$ cat src/rtl/gbn_pkg.sv
`default_nettype none

package gbn_pkg;

	// Largest payload a clean packet may declare
	localparam logic [15:0] MAX_PAYLOAD = 16'd1024;

	// Reset value of the drop limit register
	localparam logic [15:0] DROP_LIMIT_RST = 16'd500;

	// Saturation value of the consecutive drop counter
	localparam logic [16:0] DROP_SAT = 17'h1FFFF;

	// Depth of the packet queue between front and back
	localparam int PQ_DEPTH = 4;
	localparam int PQ_AW    = $clog2(PQ_DEPTH);

	// Depth of the result queue at the output
	localparam int RQ_DEPTH = 2;
	localparam int RQ_AW    = $clog2(RQ_DEPTH);

	// Verdict codes
	localparam logic [2:0] V_ACCEPT   = 3'd0;
	localparam logic [2:0] V_COMPLETE = 3'd1;
	localparam logic [2:0] V_CORRUPT  = 3'd2;
	localparam logic [2:0] V_OUTSEQ   = 3'd3;
	localparam logic [2:0] V_ABORT    = 3'd4;
	localparam logic [2:0] V_IGNORED  = 3'd5;

	// Packet summary handed from the front to the back
	typedef struct packed {
		logic [31:0] end_offset;
		logic [15:0] length;
		logic [31:0] size;
		logic        bad;
	} pkt_t;

	// Status of the packet queue
	typedef struct packed {
		logic full;
		logic empty;
	} q_status_t;

	// One result transaction
	typedef struct packed {
		logic [2:0]  verdict;
		logic [31:0] ack_number;
		logic [31:0] ack_check;
		logic [31:0] bytes_received;
		logic [16:0] drop_run;
	} res_t;

endpackage

`default_nettype wire

$ cat src/rtl/gbn_front.sv
`default_nettype none

module gbn_front (
	input  wire logic             clk,
	input  wire logic             arst_n,
	input  wire logic             accept,
	input  wire logic             mode,
	input  wire logic [31:0]      end_offset,
	input  wire logic [31:0]      ack_field,
	input  wire logic [15:0]      payload_length,
	input  wire logic [31:0]      total_size,
	input  wire logic [31:0]      sent_checksum,
	input  wire logic [7:0]       data_byte,
	input  wire logic             last_item,
	output logic                  pkt_push,
	output gbn_pkg::pkt_t         pkt
);

	logic [31:0] sum_q;
	logic [31:0] end_q;
	logic [15:0] len_q;
	logic [31:0] size_q;

	logic        hdr;
	logic [31:0] sum_nxt;
	logic [31:0] end_nxt;
	logic [15:0] len_nxt;
	logic [31:0] size_nxt;

	// Fold the sent checksum into the sum at the header, add bytes sign-extended
	always_comb begin
		hdr      = (mode == 1'b0);
		end_nxt  = hdr ? end_offset : end_q;
		len_nxt  = hdr ? payload_length : len_q;
		size_nxt = hdr ? total_size : size_q;
		if (hdr) begin
			sum_nxt = end_offset + ack_field + total_size + sent_checksum;
		end else begin
			sum_nxt = sum_q + {{24{data_byte[7]}}, data_byte};
		end
	end

	// Hold the packet context across its items
	always_ff @(posedge clk or negedge arst_n) begin
		if (!arst_n) begin
			sum_q  <= '0;
			end_q  <= '0;
			len_q  <= '0;
			size_q <= '0;
		end else if (accept) begin
			sum_q  <= sum_nxt;
			end_q  <= end_nxt;
			len_q  <= len_nxt;
			size_q <= size_nxt;
		end
	end

	// Classify the packet on its last item
	assign pkt_push       = accept && last_item;
	assign pkt.end_offset = end_nxt;
	assign pkt.length     = len_nxt;
	assign pkt.size       = size_nxt;
	assign pkt.bad        = (len_nxt > gbn_pkg::MAX_PAYLOAD) || (sum_nxt != 32'd0);

endmodule

`default_nettype wire

$ cat src/rtl/gbn_pktq.sv
`default_nettype none

module gbn_pktq (
	input  wire logic             clk,
	input  wire logic             arst_n,
	input  wire logic             push,
	input  wire gbn_pkg::pkt_t    wdata,
	input  wire logic             pop,
	output gbn_pkg::pkt_t         rdata,
	output gbn_pkg::q_status_t    status
);

	gbn_pkg::pkt_t                 mem_q [gbn_pkg::PQ_DEPTH];
	logic [gbn_pkg::PQ_AW-1:0]     wr_ptr_q;
	logic [gbn_pkg::PQ_AW-1:0]     rd_ptr_q;
	logic [gbn_pkg::PQ_AW:0]       count_q;

	assign status.full  = (count_q == (gbn_pkg::PQ_AW+1)'(gbn_pkg::PQ_DEPTH));
	assign status.empty = (count_q == '0);
	assign rdata        = mem_q[rd_ptr_q];

	// Store a packet summary
	always_ff @(posedge clk) begin
		if (push) begin
			mem_q[wr_ptr_q] <= wdata;
		end
	end

	// Advance pointers and occupancy
	always_ff @(posedge clk or negedge arst_n) begin
		if (!arst_n) begin
			wr_ptr_q <= '0;
			rd_ptr_q <= '0;
			count_q  <= '0;
		end else begin
			if (push) begin
				wr_ptr_q <= wr_ptr_q + 1'b1;
			end
			if (pop) begin
				rd_ptr_q <= rd_ptr_q + 1'b1;
			end
			if (push && !pop) begin
				count_q <= count_q + 1'b1;
			end else if (pop && !push) begin
				count_q <= count_q - 1'b1;
			end
		end
	end

endmodule

`default_nettype wire

$ cat src/rtl/gbn_back.sv
`default_nettype none

module gbn_back (
	input  wire logic             clk,
	input  wire logic             arst_n,
	input  wire logic             drop_limit_we,
	input  wire logic [15:0]      drop_limit,
	input  wire gbn_pkg::pkt_t    pkt,
	input  wire gbn_pkg::q_status_t pq_status,
	output logic                  pkt_pop,
	input  wire logic             pop,
	output logic                  empty,
	output gbn_pkg::res_t         res
);

	logic [15:0]               limit_q;
	logic [31:0]               total_q;
	logic [16:0]               drops_q;
	logic                      finished_q;

	gbn_pkg::res_t             rq_q [gbn_pkg::RQ_DEPTH];
	logic [gbn_pkg::RQ_AW-1:0] rq_wr_q;
	logic [gbn_pkg::RQ_AW-1:0] rq_rd_q;
	logic [gbn_pkg::RQ_AW:0]   rq_cnt_q;

	logic                      rq_full;
	logic                      rq_pop;
	logic [16:0]               drops_inc;
	logic                      abort;
	logic [31:0]               total_sum;
	logic                      in_seq;
	logic [31:0]               total_nxt;
	logic [16:0]               drops_nxt;
	logic                      finished_nxt;
	gbn_pkg::res_t             res_nxt;

	assign rq_full = (rq_cnt_q == (gbn_pkg::RQ_AW+1)'(gbn_pkg::RQ_DEPTH));
	assign empty   = (rq_cnt_q == '0);
	assign rq_pop  = pop && !empty;
	assign pkt_pop = !pq_status.empty && !rq_full;
	assign res     = rq_q[rq_rd_q];

	// Judge the packet at the head of the queue
	always_comb begin
		drops_inc    = (drops_q == gbn_pkg::DROP_SAT) ? drops_q : drops_q + 17'd1;
		abort        = (drops_inc > {1'b0, limit_q});
		total_sum    = total_q + {16'd0, pkt.length};
		in_seq       = (total_sum == pkt.end_offset);
		total_nxt    = total_q;
		drops_nxt    = drops_q;
		finished_nxt = finished_q;
		res_nxt.verdict    = gbn_pkg::V_IGNORED;
		res_nxt.ack_number = '0;
		priority if (finished_q) begin
			res_nxt.verdict = gbn_pkg::V_IGNORED;
		end else if (pkt.bad || !in_seq) begin
			drops_nxt       = drops_inc;
			finished_nxt    = abort;
			res_nxt.verdict = abort ? gbn_pkg::V_ABORT :
				(pkt.bad ? gbn_pkg::V_CORRUPT : gbn_pkg::V_OUTSEQ);
		end else begin
			total_nxt          = total_sum;
			drops_nxt          = '0;
			finished_nxt       = (total_sum >= pkt.size);
			res_nxt.verdict    = (total_sum >= pkt.size) ? gbn_pkg::V_COMPLETE :
				gbn_pkg::V_ACCEPT;
			res_nxt.ack_number = pkt.end_offset;
		end
		res_nxt.ack_check      = 32'd0 - res_nxt.ack_number;
		res_nxt.bytes_received = total_nxt;
		res_nxt.drop_run       = drops_nxt;
	end

	// Hold the transfer state
	always_ff @(posedge clk or negedge arst_n) begin
		if (!arst_n) begin
			limit_q    <= gbn_pkg::DROP_LIMIT_RST;
			total_q    <= '0;
			drops_q    <= '0;
			finished_q <= 1'b0;
		end else begin
			if (drop_limit_we) begin
				limit_q <= drop_limit;
			end
			if (pkt_pop) begin
				total_q    <= total_nxt;
				drops_q    <= drops_nxt;
				finished_q <= finished_nxt;
			end
		end
	end

	// Store results for the consumer
	always_ff @(posedge clk) begin
		if (pkt_pop) begin
			rq_q[rq_wr_q] <= res_nxt;
		end
	end

	// Advance result queue pointers
	always_ff @(posedge clk or negedge arst_n) begin
		if (!arst_n) begin
			rq_wr_q  <= '0;
			rq_rd_q  <= '0;
			rq_cnt_q <= '0;
		end else begin
			if (pkt_pop) begin
				rq_wr_q <= rq_wr_q + 1'b1;
			end
			if (rq_pop) begin
				rq_rd_q <= rq_rd_q + 1'b1;
			end
			if (pkt_pop && !rq_pop) begin
				rq_cnt_q <= rq_cnt_q + 1'b1;
			end else if (rq_pop && !pkt_pop) begin
				rq_cnt_q <= rq_cnt_q - 1'b1;
			end
		end
	end

endmodule

`default_nettype wire

$ cat src/rtl/gbn_receiver_checker_top.sv
// Go-Back-N receiver verdict engine.
// Input channel: push/full. Each packet is one header item (mode 0) and then
// its payload bytes (mode 1); the item with last_item high closes the packet.
// Result channel: empty/pop. One result transaction per closed packet with
// verdict, ack_number, ack_check, bytes_received and drop_run.
// Configuration: drop_limit is written when drop_limit_we is high.
// Throughput: one item per cycle on the input while full is low; one verdict
// per cycle at the back while a packet waits and the result queue has room;
// the sequence add and compare there are combinational. A result shows on
// the ports once its packet summary has been written into the packet queue
// and then judged from there into the result queue.
// The front classifies packets into a 4-entry packet queue; the back judges
// them into a 2-entry result queue. When the consumer stalls, the result
// queue fills, the back stops, the packet queue fills and full rises;
// items that are not the last of a packet are also held off then.
// Reset clears all queues and the transfer state and sets drop_limit to 500.
// After completion or abort, every closed packet gets the ignored verdict.
`default_nettype none

module gbn_receiver_checker_top (
	input  wire logic        clk,
	input  wire logic        arst_n,
	input  wire logic        drop_limit_we,
	input  wire logic [15:0] drop_limit,
	input  wire logic        push,
	output logic             full,
	input  wire logic        mode,
	input  wire logic [31:0] end_offset,
	input  wire logic [31:0] ack_field,
	input  wire logic [15:0] payload_length,
	input  wire logic [31:0] total_size,
	input  wire logic [31:0] sent_checksum,
	input  wire logic [7:0]  data_byte,
	input  wire logic        last_item,
	output logic             empty,
	input  wire logic        pop,
	output logic [2:0]       verdict,
	output logic [31:0]      ack_number,
	output logic [31:0]      ack_check,
	output logic [31:0]      bytes_received,
	output logic [16:0]      drop_run
);

	logic               accept;
	logic               pkt_push;
	logic               pkt_pop;
	gbn_pkg::pkt_t      pkt_in;
	gbn_pkg::pkt_t      pkt_out;
	gbn_pkg::q_status_t pq_status;
	gbn_pkg::res_t      res;

	assign full   = pq_status.full;
	assign accept = push && !full;

	gbn_front u_front (
		.clk            (clk),
		.arst_n         (arst_n),
		.accept         (accept),
		.mode           (mode),
		.end_offset     (end_offset),
		.ack_field      (ack_field),
		.payload_length (payload_length),
		.total_size     (total_size),
		.sent_checksum  (sent_checksum),
		.data_byte      (data_byte),
		.last_item      (last_item),
		.pkt_push       (pkt_push),
		.pkt            (pkt_in)
	);

	gbn_pktq u_pktq (
		.clk    (clk),
		.arst_n (arst_n),
		.push   (pkt_push),
		.wdata  (pkt_in),
		.pop    (pkt_pop),
		.rdata  (pkt_out),
		.status (pq_status)
	);

	gbn_back u_back (
		.clk           (clk),
		.arst_n        (arst_n),
		.drop_limit_we (drop_limit_we),
		.drop_limit    (drop_limit),
		.pkt           (pkt_out),
		.pq_status     (pq_status),
		.pkt_pop       (pkt_pop),
		.pop           (pop),
		.empty         (empty),
		.res           (res)
	);

	assign verdict        = res.verdict;
	assign ack_number     = res.ack_number;
	assign ack_check      = res.ack_check;
	assign bytes_received = res.bytes_received;
	assign drop_run       = res.drop_run;

endmodule

`default_nettype wire

$ cat config.mk
export PLATFORM = sky130hd
export DESIGN_NAME = gbn_receiver_checker_top
export DESIGN_NICKNAME = d
export VERILOG_FILES = /design/src/rtl/gbn_pkg.sv /design/src/rtl/gbn_front.sv /design/src/rtl/gbn_pktq.sv /design/src/rtl/gbn_back.sv /design/src/rtl/gbn_receiver_checker_top.sv
export SDC_FILE = /design/constraint.sdc
export NUM_CORES = 1
export LEC_CHECK = 0
export BUFFER_PORTS_ARGS = -buffer_cell sky130_fd_sc_hd__buf_2
export CORE_AREA = 2 2 380 231
export CTS_CLUSTER_DIAMETER = 30
export DETAILED_ROUTE_END_ITERATION = 16
export DIE_AREA = 0 0 382 233
export GPL_TIMING_DRIVEN = 0
export MAX_ROUTING_LAYER = met4
export PLACE_DENSITY_LB_ADDON = 0.08
export SETUP_SLACK_MARGIN = 0.5
export SYNTH_ARGS = -nofsm -noshare
export SYNTH_HDL_FRONTEND = slang
export SYNTH_SLANG_ARGS = --single-unit
$ cat constraint.sdc
create_clock -name clk -period 6.25 [get_ports clk]
set_input_delay 0.625 -clock clk [delete_from_list [all_inputs] [get_ports clk]]
set_output_delay 0.625 -clock clk [all_outputs]
set_load 0.005 [all_outputs]
==> flow_summary.toml <==
[status]
outcome = "finished, violations left"
violations = "capacitance limit, slew limit"

[routing]
routedWlPerCell_um = 26.0
firstDrtPassIters = 5
drc = 0
vias_per_cell = 5.73
initialDrtViolationCount = 2340
ant_nets = 0
via_count = 26200
wl_um = 119000

[synthesis]
seq_area_frac_synth_pct = 55.8
yosys_warnings = 0
synth_edf_count = 554
ys_seq_elements = 743
syn_area_sq_mm = 0.0383
synth-async-reset-ratio_pct = 25.4
synth-main-ff-cell = "edfxtp_1"
synth.avg_cell_area_sq_um = 13.8
synth_fp_nets = 3153
ys_types = 89
syn-instance-count = 2779

[floorplan]
rows = 83
die_area_sq_mm = 0.0890
die-height_um = 233
initial_utilization_pct = 44.9
core_sq_mm = 0.0853
io_pins = 293
die_w_um = 382

[setup_path]
crit_type = "reg -> reg"
end_kind = "register"
max_stage_delay_ns = 0.58
cp.arrival_ns = 6.70
start_kind = "register"
path_max_fanout = 7
cp_common_cell = "buf_12"
cpMaxStageDelayCell = "or4_4"
critPathRequiredTime_ns = 6.70

[power]
leakagePower_nw = 19.2
ir_worst_vdd_mv = 0.279
p_per_area_mw_per_mm2 = 505

[finish]
fin_util_pct = 56.9
diodes = 0
fin_nets = 3686
n_fill_cell = 6975
syn_to_final_growth_pct = 26.7
multi_input_area_sq_mm = 0.0172
regArea_sq_mm = 0.0214
drive_gt1_share_pct = 36.0

[placement]
routabilityCongestion = 0.912
dp_slack_ns = -2.53
place.detailed.hpwl_um = 89300
port_buffers = 291

[timing]
skew_ns = 0.0256
max_slew_margin_pct = -3.62
drv_slew = 4
rsz0062_at_grt = "yes"
period_share_pct = 100
period_minus_slack_ns = 6.25
worst_pin_slew_ns = 1.55
fmax_mhz = 160
worst_slack_ns = 0.000197
setup_viol = 0
hold_viol_final = 0
whs_ns = 0.108

[global_route]
antenna_found_initial = 7
grt_pass1_wl_um = 171000
grt_max_degree = 99
track_usage_pct = 27.4
grt_overflow = 0
grt_pass1_vias = 25900

[min_path]
min_path_type = "in -> reg"

[clocking]
cts_sinks = 743
cts_htree_levels = 4
cts_buffers = 133
clk_path_buf_depth = 3
clk_latency_ns = 0.73
root_buffer = "clkbuf_16"
cts_tree = "yes"
clk_pin_slew_ns = 0.05

[run]
cap_viol_max_count = 1
-- layer usage --
metal	up-vias	track usage (%)	share of wire, %	wire (um)
met5	-	-	0	0
met4	0	6.67	1.5	1760
met3	132	6.46	7.7	9180
met2	884	36.2	41	48600
met1	13500	41.8	50	59200
li1	11700	-	-	-
-- what timing repair did --
item                                    4_1_cts  5_1_grt
endpoints found under the hold margin        46        0
hold buffers                                  1        0
endpoints found under the setup margin      280      274
setup buffers                                54       32
cloned                                        1        5
pin swaps                                    55       60
gates resized for setup                     153      173
-- synthesized netlist by cell type (7+ instances only) --
library cell	number	share of area, %
edfxtp_1	554	43
mux2_2	315	9.3
dfrtp_1	183	12
nand2_1	180	1.8
ha_1	134	4.4
nor2_1	112	1.1
inv_1	98	0.96
o21ai_0	97	1.3
xnor2_1	92	2.1
a21oi_1	91	1.2
clkbuf_1	84	0.82
mux4_2	81	4.8
fa_1	65	3.4
xor2_1	63	1.4
nor3_1	55	0.72
a21o_1	41	0.80
nand3_1	39	0.51
and2_1	32	0.52
nand4_1	27	0.44
nand2b_1	26	0.42
o31ai_1	26	0.51
o21a_1	25	0.49
and3_1	22	0.36
o22ai_1	22	0.36
o211ai_1	21	0.41
or3_1	21	0.34
a31oi_1	19	0.31
nor4_1	19	0.31
a211oi_1	18	0.35
buf_1	17	0.17
mux2i_1	16	0.42
nor2b_1	11	0.18
buf_2	10	0.13
nor3b_1	10	0.20
xnor3_1	9	0.53
a2111oi_0	8	0.18
a211o_1	7	0.16
-- final timing paths --
kind,from,endpoint,slack (ns),cells after the start
min in group asynchronous,arst_n,u_front.sum_q[26],0.27,2
min reg2reg,u_front.len_q[11],u_front.len_q[11],0.48,2
max,u_pktq.rd_ptr_q[0],u_back.rq_q[0][57],0.0002,29
min,drop_limit[3],u_back.limit_q[3],0.11,3
max reg2reg,u_pktq.rd_ptr_q[0],u_back.rq_q[0][57],0.0002,29
max in group asynchronous,arst_n,u_front.len_q[3],4.78,4
-- power by group --
part	total [mW]	leakage [nW]	internal [mW]	switching (mW)
clock network	7.19	2.16	4.66	2.52
registers	7.58	7.55	7.12	0.467
logic	9.75	9.52	4.05	5.70
-- per-stage QoR --
stage               TNS (ns)  cell area [sq um]  instances  power, mW
CTS                        0              47400       4527       24.5
global placement     -420.98              41400       4217       16.6
finish                     0              48500       4565       24.5
detailed placement   -352.30              41700       4230       16.8
global route           -3.87              48500       4565       25.8
floorplan                  0              38500       2779       13.3
-- registers in the layout, indices dropped and copies added, names as in the netlist, 2 cells and up --
name,flops
u_back.drops_q,17
u_back.limit_q,16
u_back.rq_cnt_q,2
u_back.rq_q,230
u_back.total_q,32
u_front.end_q,32
u_front.len_q,16
u_front.size_q,32
u_front.sum_q,32
u_pktq.count_q,3
u_pktq.mem_q,324
u_pktq.rd_ptr_q,2
u_pktq.wr_ptr_q,2
-- layout make-up --
| cell class | instances | area share (%) |
|---|---|---|
| plain buffers | 119 | 1.86 |
| clock buffers | 166 | 7.37 |
| clock inverters | 75 | 1.85 |
| inverters | 100 | 0.781 |
| multi-input cells | 1817 | 35.5 |
| flip-flops and latches | 743 | 44.0 |
| well taps | 1147 | 2.96 |
| repair buffers | 398 | 5.66 |
-- cell families (layout without fill, tap and decap cells) --
family          after synthesis  after routing  share of synthesized area [%]
compound gates              441            441                           7.60
simple gates                599            599                           7.92
buf+inv                     219            858                           2.29
mux                         413            413                           14.5
xor+xnor                    165            165                           4.14
flops                       743            743                           55.8
fa+ha+maj                   199            199                           7.77
-- critical path, delay by kind of cell (launching register included) --
family / cells / cell delay, ns
simple gates: 8 / 1.73
compound gates: 4 / 0.69
mux: 2 / 0.53
flops: 1 / 0.41
buf+inv: 11 / 1.52
xor+xnor: 1 / 0.29
fa+ha+maj: 3 / 0.77
-- layout by cell type, fill, tap and decap left out, drive strengths merged, types with 25 or more instances in the layout --
master	n
edfxtp	554
buf	428
mux2	316
clkbuf	253
dfrtp	183
nand2	180
ha	134
inv	115
nor2	113
o21ai	99
xnor2	92
a21oi	92
mux4	81
fa	65
xor2	63
nor3	58
a21o	41
nand3	39
clkinv	34
and2	33
nand4	27
nand2b	27
o31ai	26
o21a	25
Note: power is estimated with default switching activity, not from simulation.
